<file path="src/rtl/fcc_pkg.sv">
// ----------------------------------------------------------------------------
// fcc_pkg
// Shared constants and types for the front coding codec.
// ----------------------------------------------------------------------------
package fcc_pkg;

   localparam int MAX_WORD_LEN = 32;
   localparam int ADDR_W       = (MAX_WORD_LEN > 1) ? $clog2(MAX_WORD_LEN) : 1;
   localparam int POS_W        = 6;
   localparam int MAX_RESULTS  = 32;

   localparam logic [7:0] BYTE_NEWLINE = 8'd10;
   localparam logic [7:0] ENC_TERM     = 8'd255;
   localparam logic [7:0] PLAIN_TERM   = 8'd0;

   typedef logic [1:0] phase_type;

   localparam phase_type PH_FIRST = 2'd0;
   localparam phase_type PH_START = 2'd1;
   localparam phase_type PH_WORD  = 2'd2;
   localparam phase_type PH_DONE  = 2'd3;

endpackage

</file>
<file path="src/rtl/front_coding_codec.sv">
// ----------------------------------------------------------------------------
// front_coding_codec
// Shared-prefix coding of a sorted word list, one byte per request. Encode
// holds back bytes that match the stored word; decode replays the prefix
// from the word memory and then copies the suffix.
// ----------------------------------------------------------------------------
// Results: each result is registered from its request; a decode prefix
//   replay first reads the word memory into rd_data_ff, then registers it.
// Throughput: one request per cycle while the response slot is free and each
//   request gives one result at most; no request is taken while a match end
//   sends its held byte or a decode prefix replays over the one read port.
// Reset: synchronous; clears control state, the word memory is not cleared.
module front_coding_codec
   import fcc_pkg::*;
(
   input  logic       clock,
   input  logic       reset,
   input  logic       csr_wr_en,
   input  logic       csr_wr_data,   // direction: 0 encode, 1 decode
   input  logic       req_tvalid,
   output logic       req_tready,
   input  logic [7:0] req_tdata,     // [7:0] in_byte
   output logic       rsp_tvalid,
   input  logic       rsp_tready,
   output logic [7:0] rsp_tdata,     // [7:0] out_byte
   output logic       rsp_tlast,
   output logic [1:0] rsp_tuser      // [0] finished, [1] error
);

   localparam logic [1:0] ST_IDLE   = 2'd0;
   localparam logic [1:0] ST_PEND   = 2'd1;
   localparam logic [1:0] ST_REPLAY = 2'd2;

   localparam logic [POS_W-1:0] MAX_LEN_P = POS_W'(MAX_WORD_LEN);
   localparam logic [7:0]       MAX_RES_B = 8'(MAX_RESULTS);

   logic [7:0]       word_mem [MAX_WORD_LEN];
   logic [7:0]       rd_data_ff;

   logic [1:0]       ctl_ff, ctl_in;
   logic             direction_ff;
   phase_type        phase_ff, phase_in;
   logic [POS_W-1:0] position_ff, position_in;
   logic [POS_W-1:0] stored_len_ff, stored_len_in;
   logic             matching_ff, matching_in;

   logic             rsp_valid_ff, rsp_valid_in;
   logic [7:0]       rsp_byte_ff, rsp_byte_in;
   logic             rsp_last_ff, rsp_last_in;
   logic             rsp_fin_ff, rsp_fin_in;
   logic             rsp_err_ff, rsp_err_in;

   logic [7:0]       pend_byte_ff, pend_byte_in;
   logic             pend_err_ff, pend_err_in;
   logic [POS_W-1:0] rep_idx_ff, rep_idx_in;
   logic [POS_W-1:0] rep_cnt_ff, rep_cnt_in;
   logic             rep_err_ff, rep_err_in;

   logic              accept, slot_free;
   logic              wr_en;
   logic [ADDR_W-1:0] wr_addr, rd_addr, rep_addr;
   logic              rep_rd;
   logic [7:0]        b;
   logic              wb_nl, wb_store, wb_err;
   logic              eff_match, hit;
   logic              over, last_rep;
   logic [7:0]        cnt_a;
   logic [POS_W-1:0]  cnt;
   logic              cnt_err;

   assign slot_free  = !rsp_valid_ff || rsp_tready;
   assign req_tready = (ctl_ff == ST_IDLE) && slot_free;
   assign accept     = req_tvalid && req_tready;
   assign b          = req_tdata;

   // ordinary word byte handling
   assign wb_nl    = (b == BYTE_NEWLINE);
   assign wb_store = !wb_nl && (position_ff < MAX_LEN_P);
   assign wb_err   = !wb_nl && !wb_store;

   assign eff_match = (phase_ff == PH_START) ? 1'b1 : matching_ff;
   assign hit = eff_match && !wb_nl && (position_ff < stored_len_ff)
                && (position_ff < MAX_LEN_P) && (rd_data_ff == b);

   // decode prefix count, clamped to the stored length and the result limit
   assign over    = (b > {2'b00, stored_len_ff});
   assign cnt_a   = over ? {2'b00, stored_len_ff} : b;
   assign cnt     = (cnt_a > MAX_RES_B) ? POS_W'(MAX_RESULTS) : cnt_a[POS_W-1:0];
   assign cnt_err = over || (cnt_a > MAX_RES_B);

   assign last_rep = ((rep_idx_ff + 1'b1) == rep_cnt_ff);

   always_comb begin
      ctl_in        = ctl_ff;
      phase_in      = phase_ff;
      position_in   = position_ff;
      stored_len_in = stored_len_ff;
      matching_in   = matching_ff;
      rsp_valid_in  = rsp_valid_ff && !rsp_tready;
      rsp_byte_in   = rsp_byte_ff;
      rsp_last_in   = rsp_last_ff;
      rsp_fin_in    = rsp_fin_ff;
      rsp_err_in    = rsp_err_ff;
      pend_byte_in  = pend_byte_ff;
      pend_err_in   = pend_err_ff;
      rep_idx_in    = rep_idx_ff;
      rep_cnt_in    = rep_cnt_ff;
      rep_err_in    = rep_err_ff;
      wr_en         = 1'b0;
      wr_addr       = position_ff[ADDR_W-1:0];
      rep_rd        = 1'b0;
      rep_addr      = rep_idx_ff[ADDR_W-1:0];

      case (ctl_ff)
         ST_IDLE: begin
            if (accept) begin
               case (phase_ff)
                  PH_DONE: begin
                  end
                  PH_FIRST: begin
                     if (wb_nl) begin
                        stored_len_in = position_ff;
                        position_in   = '0;
                        phase_in      = PH_START;
                     end else if (wb_store) begin
                        wr_en       = 1'b1;
                        position_in = position_ff + 1'b1;
                     end
                     rsp_valid_in = 1'b1;
                     rsp_byte_in  = b;
                     rsp_last_in  = 1'b1;
                     rsp_fin_in   = 1'b0;
                     rsp_err_in   = wb_err;
                  end
                  default: begin
                     if (!direction_ff) begin
                        if (phase_ff == PH_START && b == PLAIN_TERM) begin
                           phase_in     = PH_DONE;
                           rsp_valid_in = 1'b1;
                           rsp_byte_in  = ENC_TERM;
                           rsp_last_in  = 1'b1;
                           rsp_fin_in   = 1'b1;
                           rsp_err_in   = 1'b0;
                        end else begin
                           if (phase_ff == PH_START) begin
                              phase_in    = PH_WORD;
                              matching_in = 1'b1;
                           end
                           if (hit) begin
                              position_in = position_ff + 1'b1;
                           end else begin
                              if (wb_nl) begin
                                 stored_len_in = position_ff;
                                 position_in   = '0;
                                 phase_in      = PH_START;
                              end else if (wb_store) begin
                                 wr_en       = 1'b1;
                                 position_in = position_ff + 1'b1;
                              end
                              rsp_valid_in = 1'b1;
                              rsp_fin_in   = 1'b0;
                              rsp_err_in   = wb_err;
                              if (eff_match) begin
                                 // match ends: count first, byte held for next slot
                                 matching_in  = 1'b0;
                                 rsp_byte_in  = {2'b00, position_ff};
                                 rsp_last_in  = 1'b0;
                                 pend_byte_in = b;
                                 pend_err_in  = wb_err;
                                 ctl_in       = ST_PEND;
                              end else begin
                                 rsp_byte_in = b;
                                 rsp_last_in = 1'b1;
                              end
                           end
                        end
                     end else if (phase_ff == PH_START) begin
                        if (b == ENC_TERM) begin
                           phase_in     = PH_DONE;
                           rsp_valid_in = 1'b1;
                           rsp_byte_in  = PLAIN_TERM;
                           rsp_last_in  = 1'b1;
                           rsp_fin_in   = 1'b1;
                           rsp_err_in   = 1'b0;
                        end else begin
                           position_in = cnt;
                           phase_in    = PH_WORD;
                           if (cnt != '0) begin
                              ctl_in     = ST_REPLAY;
                              rep_idx_in = '0;
                              rep_cnt_in = cnt;
                              rep_err_in = cnt_err;
                              rep_rd     = 1'b1;
                              rep_addr   = '0;
                           end
                        end
                     end else begin
                        if (wb_nl) begin
                           stored_len_in = position_ff;
                           position_in   = '0;
                           phase_in      = PH_START;
                        end else if (wb_store) begin
                           wr_en       = 1'b1;
                           position_in = position_ff + 1'b1;
                        end
                        rsp_valid_in = 1'b1;
                        rsp_byte_in  = b;
                        rsp_last_in  = 1'b1;
                        rsp_fin_in   = 1'b0;
                        rsp_err_in   = wb_err;
                     end
                  end
               endcase
            end
         end
         ST_PEND: begin
            if (slot_free) begin
               rsp_valid_in = 1'b1;
               rsp_byte_in  = pend_byte_ff;
               rsp_last_in  = 1'b1;
               rsp_fin_in   = 1'b0;
               rsp_err_in   = pend_err_ff;
               ctl_in       = ST_IDLE;
            end
         end
         ST_REPLAY: begin
            rep_rd = 1'b1;
            if (slot_free) begin
               rsp_valid_in = 1'b1;
               rsp_byte_in  = rd_data_ff;
               rsp_last_in  = last_rep;
               rsp_fin_in   = 1'b0;
               rsp_err_in   = rep_err_ff;
               rep_idx_in   = rep_idx_ff + 1'b1;
               rep_addr     = rep_idx_in[ADDR_W-1:0];
               if (last_rep) begin
                  ctl_in = ST_IDLE;
               end
            end
         end
         default: begin
            ctl_in = ST_IDLE;
         end
      endcase

      // keep the entry at the next position ready for the match compare
      rd_addr = rep_rd ? rep_addr : position_in[ADDR_W-1:0];
   end

   always_ff @(posedge clock) begin
      if (wr_en) begin
         word_mem[wr_addr] <= b;
      end
      rd_data_ff <= word_mem[rd_addr];
   end

   always_ff @(posedge clock) begin
      if (reset) begin
         ctl_ff        <= ST_IDLE;
         direction_ff  <= 1'b0;
         phase_ff      <= PH_FIRST;
         position_ff   <= '0;
         stored_len_ff <= '0;
         matching_ff   <= 1'b1;
         rsp_valid_ff  <= 1'b0;
      end else begin
         ctl_ff        <= ctl_in;
         phase_ff      <= phase_in;
         position_ff   <= position_in;
         stored_len_ff <= stored_len_in;
         matching_ff   <= matching_in;
         rsp_valid_ff  <= rsp_valid_in;
         if (csr_wr_en) begin
            direction_ff <= csr_wr_data;
         end
      end
   end

   always_ff @(posedge clock) begin
      rsp_byte_ff  <= rsp_byte_in;
      rsp_last_ff  <= rsp_last_in;
      rsp_fin_ff   <= rsp_fin_in;
      rsp_err_ff   <= rsp_err_in;
      pend_byte_ff <= pend_byte_in;
      pend_err_ff  <= pend_err_in;
      rep_idx_ff   <= rep_idx_in;
      rep_cnt_ff   <= rep_cnt_in;
      rep_err_ff   <= rep_err_in;
   end

   assign rsp_tvalid = rsp_valid_ff;
   assign rsp_tdata  = rsp_byte_ff;
   assign rsp_tlast  = rsp_last_ff;
   assign rsp_tuser  = {rsp_err_ff, rsp_fin_ff};

endmodule

</file>
<file path="config.mk">
export PLATFORM = sky130hd
export DESIGN_NAME = front_coding_codec
export DESIGN_NICKNAME = d
export VERILOG_FILES = /design/src/rtl/fcc_pkg.sv /design/src/rtl/front_coding_codec.sv
export SDC_FILE = /design/constraint.sdc
export NUM_CORES = 1
export LEC_CHECK = 0
export BUFFER_PORTS_ARGS = -buffer_cell sky130_fd_sc_hd__buf_2
export CAP_MARGIN = 20
export CORE_MARGIN = 8
export CORE_UTILIZATION = 65
export DETAILED_ROUTE_END_ITERATION = 8
export GPL_TIMING_DRIVEN = 0
export MAX_ROUTING_LAYER = met4
export PLACE_DENSITY = 0.82
export SYNTH_ARGS = -nofsm -noshare
export SYNTH_HDL_FRONTEND = slang
export SYNTH_SLANG_ARGS = --single-unit
</file>
<file path="constraint.sdc">
create_clock -name clock -period 5.76 [get_ports clock]
set_input_delay 0.576 -clock clock [delete_from_list [all_inputs] [get_ports clock]]
set_output_delay 0.576 -clock clock [all_outputs]
set_load 0.02 [all_outputs]
</file>
== Word-level counts from Yosys, hierarchy flattened ==
Memories as Yosys holds them, arrays and structs flattened. A register that Yosys moved wholly into a read port is not among the register bits.
Index checks and enable logic that the tools add are counted.

* Reductions and logical operators: 35
* Multiplexer cells: 126
* Bitwise gates (word level): 6
* Add/subtract/negate cells: 2
* Equality and inequality tests: 31
* Magnitude comparators: 4

{| class="wikitable"
|+ Operators by type and width
! operator !! number
|-
| 6-bit two-way mux || 20
|-
| 8-bit two-way mux || 10
|-
| 5-bit two-way mux || 10
|-
| 1-bit two-way mux || 49
|-
| 2-bit two-way mux || 19
|-
| 6-bit one-hot mux with 2 select lines || 3
|-
| 8-bit one-hot mux with 3 select lines || 1
|-
| 7-bit AND reduction || 3
|-
| 2-bit != test, second input constant || 8
|-
| 1-bit one-hot mux with 2 select lines || 8
|-
| 8-bit one-hot mux with 2 select lines || 1
|-
| 3-bit by 2-bit != test with 1-bit output, second input constant || 5
|-
| 6-bit by 1-bit adder with 6-bit output, second input constant || 2
|-
| 3-bit != test, second input constant || 4
|-
| 6-bit AND reduction || 2
|-
| 11-bit AND reduction || 1
|-
| 1-bit logical AND || 10
|-
| 5-bit by 3-bit != test with 1-bit output, second input constant || 2
|-
| 5-bit one-hot mux with 2 select lines || 1
|-
| 5-bit AND reduction || 2
|-
| 8-bit by 4-bit == test with 1-bit output, second input constant || 1
|-
| 8-bit == test || 1
|-
| 8-bit == test, second input constant || 1
|-
| 8-bit by 6-bit > comparator with 1-bit output || 1
|-
| other kinds (22) || 39
|}

* Memories kept: 1
* Memory bits (writable): 256
* Input bits: 14
* Bits in registers: 52
* Logic and storage cells: 222

{| class="wikitable"
|+ Memories
! memory !! depth !! width !! rd ports !! clocked after Yosys merged registers in !! write ports !! RTL line !! text
|-
| word_mem || 32 || 8 || 1 || 1 || 1 || front_coding_codec.sv:37 || <nowiki>logic [7:0] word_mem [MAX_WORD_LEN];</nowiki>
|}

== Depth between registers and ports, before layout ==
* Word-level depth: 14
* Mapped depth: 19
* Gate-level depth less buffers: 13

== Worst setup path before layout ==
Ideal clock, no wire load.

* Kind: input port to flip-flop
* Start point: in req_tdata[5]
* End point: reg rd_data_ff[6], read port of word_mem
* Library setup time: 134 ps
* Stages on the path: 14
* Path buffers: 2
* Arrival time: 3504 ps
* Slack: 2122 ps
* Cell sequence: ha_1 > a21o_1 > nor4_1 > a21o_1 > buf_2 > mux2_4 > inv_1 > nor2_1 > a311oi_2 > buf_6 > mux2i_1 > mux2_2 > o22ai_1 > or4b_1

* Longest elaborated chain between the ends: 13
* Elaborated cells between the ends (all ways): 41

{| class="wikitable"
|+ RTL lines
! what !! RTL line !! text
|-
| from (decl) || front_coding_codec.sv:22 || <nowiki>input logic [7:0] req_tdata,</nowiki>
|-
| 8-bit by 6-bit > comparator with 1-bit output / 8-bit by 4-bit == test with 1-bit output (equally long branches) || front_coding_codec.sv:86, front_coding_codec.sv:77 ||
|-
| 8-bit two-way mux / 1-bit zero test (equally long branches) || front_coding_codec.sv:87, front_coding_codec.sv:78, front_coding_codec.sv:82 ||
|-
| 8-bit by 6-bit > comparator with 1-bit output / 1-bit logical AND (equally long branches) || front_coding_codec.sv:88, front_coding_codec.sv:82 ||
|-
| 6-bit two-way mux / 1-bit logical AND (equally long branches) || front_coding_codec.sv:88, front_coding_codec.sv:82 ||
|-
| 6-bit nonzero test / 1-bit logical AND (equally long branches) || front_coding_codec.sv:188, front_coding_codec.sv:83 ||
|-
| 5-bit two-way mux (tied with other cells) || front_coding_codec.sv:188 || <nowiki>if (cnt != '0) begin</nowiki>
|-
| 5-bit two-way mux (tied with other cells) || front_coding_codec.sv:178 || <nowiki>if (b == ENC_TERM) begin</nowiki>
|-
| 5-bit two-way mux (tied with other cells) || front_coding_codec.sv:177 || <nowiki>end else if (phase_ff == PH_START) begin</nowiki>
|-
| 5-bit two-way mux (tied with other cells) || front_coding_codec.sv:136 || <nowiki>if (!direction_ff) begin</nowiki>
|-
| 5-bit two-way mux (tied with other cells) || front_coding_codec.sv:117 || <nowiki>case (phase_ff)</nowiki>
|-
| 5-bit two-way mux / 1-bit two-way mux (equally long branches) || front_coding_codec.sv:116 || <nowiki>if (accept) begin</nowiki>
|-
| 5-bit one-hot mux with 2 select lines (tied with other cells) || front_coding_codec.sv:114 || <nowiki>case (ctl_ff)</nowiki>
|-
| 5-bit two-way mux (*) || front_coding_codec.sv:247 || <nowiki>rd_addr = rep_rd ? rep_addr : position_in[ADDR_W-1:0];</nowiki>
|-
| to (decl) || front_coding_codec.sv:38 || <nowiki>logic [7:0] rd_data_ff;</nowiki>
|}

Mark *: on every way between the ends. The rest lies on a longest branch, timed or not. The select of a mux whose other input is x is not followed.
A chain may end at the register's enable or synchronous reset.

== Final worst setup path ==
* Start point: in req_tdata[1]
* End point: mem word_mem[3][4] (enable)

* Longest elaborated chain between the ends: 14
* Elaborated cells between the ends (all ways): 21

{| class="wikitable"
|+ RTL lines
! what !! RTL line !! text
|-
| 8-bit by 4-bit == test with 1-bit output || front_coding_codec.sv:77 || <nowiki>assign wb_nl = (b == BYTE_NEWLINE);</nowiki>
|-
| 1-bit zero test || front_coding_codec.sv:78, front_coding_codec.sv:82 ||
|-
| 1-bit logical AND (2 in series) || front_coding_codec.sv:82 || <nowiki>assign hit = eff_match && !wb_nl && (position_ff < stored_len_ff)</nowiki>
|-
| 1-bit logical AND (2 in series) || front_coding_codec.sv:83 || <nowiki>&& (position_ff < MAX_LEN_P) && (rd_data_ff == b);</nowiki>
|-
| 1-bit two-way mux || front_coding_codec.sv:149 || <nowiki>if (hit) begin</nowiki>
|-
| 1-bit two-way mux || front_coding_codec.sv:137 || <nowiki>if (phase_ff == PH_START && b == PLAIN_TERM) begin</nowiki>
|-
| 1-bit two-way mux || front_coding_codec.sv:136 ||
|-
| 1-bit one-hot mux with 2 select lines (*) || front_coding_codec.sv:117 ||
|-
| 1-bit two-way mux (*) || front_coding_codec.sv:116 ||
|-
| 1-bit two-way mux (*) || front_coding_codec.sv:114 ||
|-
| 1-bit two-way mux (*) || front_coding_codec.sv:251 || <nowiki>if (wr_en) begin</nowiki>
|-
| 1-bit two-way mux (not written as such) (*) || front_coding_codec.sv:252 || <nowiki>word_mem[wr_addr] <= b;</nowiki>
|-
| to (decl) || front_coding_codec.sv:37 ||
|}

Mark *: on every way between the ends. The rest lies on a longest branch, timed or not.

==> results.md <==
* Synth Instances at 1,042
* DR pass1 iterations at 5
* Post-synthesis mux area share at 0.128
* TritonCTS Sinks at 316
* Total CTS buffers at 31
* Commonest cells after routing, fill and taps aside: edfxtp_1 (289), mux2i_1 (122), nor2_1 (81)
* Fin. max-slew vios at 0
* Final Hold Vio Count at 0
* Hold Slack at 258 ps
* Leakage at 5.52 nW
* Largest net degree at the start of global routing at 42
* Die Y at 166 um
* CP max stage cell: nor2_1
* Ant. Diodes at 0
* Initial antenna violation count at 0
* Critical path cell sequence: buf_2 -> clkbuf_1 -> nor2_1 -> and3_1 -> clkbuf_1 -> clkbuf_1 -> nor2_1 -> a21oi_1 -> nor4_1 -> nand2_1 -> nor2_1
* Arrival @ worst endpoint at 5040 ps
* Syn_nets at 1,080
* Worst slew pin tran at 1110 ps
* Combinational Power Share at 0.109
* Global Route Usage Sum at 0.274
* Root buffer cell: clkbuf_16
* Path category of the worst min-delay check: primary input to flop
* Status: finished, final reports clean
* Worst-path maximum fanout at 35
* Final core occ at 0.727
* Synth Flop Type: edfxtp_1
* Sw Pwr at 1.24 mW
* Cts repair resizes at 0
* Detailed-route wire length at 37,200 um
* Largest family of logic cells by synthesized area: multiplexers
* Num ports at 27
* Rel. slew slack at 0.260
* Total Power at 5.27 mW
* Layout Cells excl Fill at 1,412
* Nets at 1,141
* Chip width at 166 um
* Critical path launch point type: primary input
* GP Congestion at 1.00
* Dpl cells at 1,353
* Peak Freq at 206 MHz
* Commonest non-fill, non-tap cell in the layout: edfxtp_1
* Postcts setup bufs at 0
* Max IR drop VDD at 0.272 mV
* Post-route setup slack at 916 ps
* RSZ-0062 raised after global routing: no
* CP Class: primary input to flop
* Core area at 0.0224 mm2
* Longest Clk Path Bufs at 3
* Netlist Area Pre-Place at 0.0147 mm2
* Initial Utilization at 0.656
* Detailed Place HPWL at 25,400 um
* Min Tclk post-route at 4840 ps
* Final Cell Area at 0.0163 mm2
* Input/output buffers at 25
* CP delay by family, top: simple AND/OR/NAND/NOR gates
* Pint at 4.03 mW
* R2r setup slk at 1120 ps
* Vias in the first global route at 9,200
* Clock power share at 0.402
* Post-Synth Simple-Gate Area at 0.0933
* H-tree levels at 1
* Tcrit/Tclk final at 0.841
* Max incr delay on CP at 820 ps
* Hold buffer count at CTS at 0
* Placed Area at 0.0152 mm2
* Asr flop ratio synth at 0
* Reg clk slew, reported paths at 60 ps
* Fillers at 1,456
* Seq/Total Area, Yosys at 0.629
* P per Cell Area at 324 mW/mm2
* Number of synthesized register bits at 316
* Max-cap violations at 0
* Post-placement setup slack at 325 ps
* Ys Warns at 0
* ANT nets after route at 0
* Final setup fails at 0
* Initial DRC count at 1,037
* Final Skew at 14.3 ps
* First-pass GRT wire length at 55,900 um
* Post-synthesis compound-gate area fraction at 0.0846
* Setup TNS at 0 ps
* Die area at 0.0276 mm2
* Post-synth EDFFs at 289
* Clock latency on the worst-skew pair at 580 ps
* Synth Area per Inst at 14.1 um2
* Post-Synth XOR/XNOR Area at 0.0119
* Row count at 55
* Synth cell types at 83
* Via Count at 9,353
* Via density per instance at 6.62
* Crit path buffers/inverters at 4
* Adder and majority gate portion of the synthesized area at 0.0205
* Setup crit end kind: flop
* WL/cell at 26.4 um
* CTS tree: yes
* Sequential share of power at 0.489
* Area growth syn-to-layout at 10.8%
* Overflow after GRT at 0
* DRC Markers at 0
* CP required at 5950 ps
* Share of layout cells above drive strength 1 at 0.148
* Net Sw Frac at 0.235
-- state kept, by name, summed over array words and instances (netlist names) --
register / count
matching_ff: 1
position_ff: 6
direction_ff: 1
rep_idx_ff: 6
word_mem: 256
rsp_fin_ff: 1
rsp_tdata: 8
pend_err_ff: 1
phase_ff: 2
rsp_tlast: 1
rep_cnt_ff: 6
ctl_ff: 2
rep_err_ff: 1
rsp_err_ff: 1
stored_len_ff: 6
rsp_tvalid: 1
pend_byte_ff: 8
rd_data_ff: 8
-- cell usage after synthesis, types with 9 or more instances --
library cell | n | area, um2
dfxtp_1 | 27 | 541
o21ai_0 | 38 | 190
ha_1 | 24 | 300
mux2i_1 | 122 | 1220
buf_4 | 11 | 82.6
nand2_1 | 40 | 150
xnor2_1 | 11 | 96.3
buf_2 | 11 | 55.1
mux2_2 | 12 | 135
nand3_1 | 31 | 155
nand4_1 | 23 | 144
xor2_1 | 9 | 78.8
inv_1 | 23 | 86.3
a22oi_1 | 20 | 150
clkbuf_1 | 32 | 120
or3_1 | 10 | 62.6
nor3_1 | 24 | 120
mux4_2 | 20 | 450
edfxtp_1 | 289 | 8680
nor2_1 | 81 | 304
a21oi_1 | 36 | 180
-- worst reg2reg max path, cell delays in order (launching register included) --
cell	delay (ps)
dfxtp_1	450
clkbuf_1	560
nand3_1	510
nor2_1	280
a31oi_1	110
o21ai_0	160
o21ai_0	220
o32ai_1	960
clkbuf_1	390
clkbuf_1	390
nand4_1	170
o2111a_1	240
nand3_1	120
-- cells by family after synthesis --
family / count (synthesis)
and+or+nand+nor: 260
xor gates and xnor gates: 20
DFF: 316
AOI/OAI and AO/OA: 175
buffers and inverters: 89
adders and majority gates: 24
muxes: 158
-- worst paths after layout --
kind / startpoint / to / cells past startpoint
worst max-delay path: req_tdata[1] / word_mem[3][4]$_DFFE_PP_ / 11
worst min-delay path: csr_wr_data / direction_ff$_SDFFE_PP0P_ / 3
worst max register to register: position_ff[2]$_SDFF_PP0_ / rd_data_ff[3]$_DFF_P_ / 12
worst min register to register: stored_len_ff[4]$_SDFFE_PP0P_ / stored_len_ff[4]$_SDFFE_PP0P_ / 2
-- final cells by class --
class / count / area, um2 / share of cell area
buffer: 66 / 405 / 0.0249
multi-input combinational: 637 / 4950 / 0.305
clock buffer: 38 / 842 / 0.0518
timing repair buffer: 28 / 148 / 0.00908
inverter: 23 / 86.3 / 0.00531
sequential: 316 / 9220 / 0.567
tap: 285 / 357 / 0.0219
clock inverter: 19 / 241 / 0.0149
-- routing by layer --
metal	track usage	up-vias	part of all wire	wire length, um
met1	0.347	4619	0.40	14900
met4	0.106	0	0.040	1490
met2	0.433	438	0.48	17800
met5	-	-	0	0
li1	-	4194	-	-
met3	0.0544	102	0.081	3010
-- power groups by stage --
stage | logic (mW) | clock network [mW] | registers, mW
after floorplan | 0.373 | 0 | 2.62
after global placement | 0.554 | 0 | 2.62
after detailed placement | 0.564 | 0 | 2.62
after CTS | 0.567 | 2.13 | 2.57
after global routing | 0.608 | 2.23 | 2.58
final | 0.576 | 2.12 | 2.58
(Power assumes the default switching activity.)
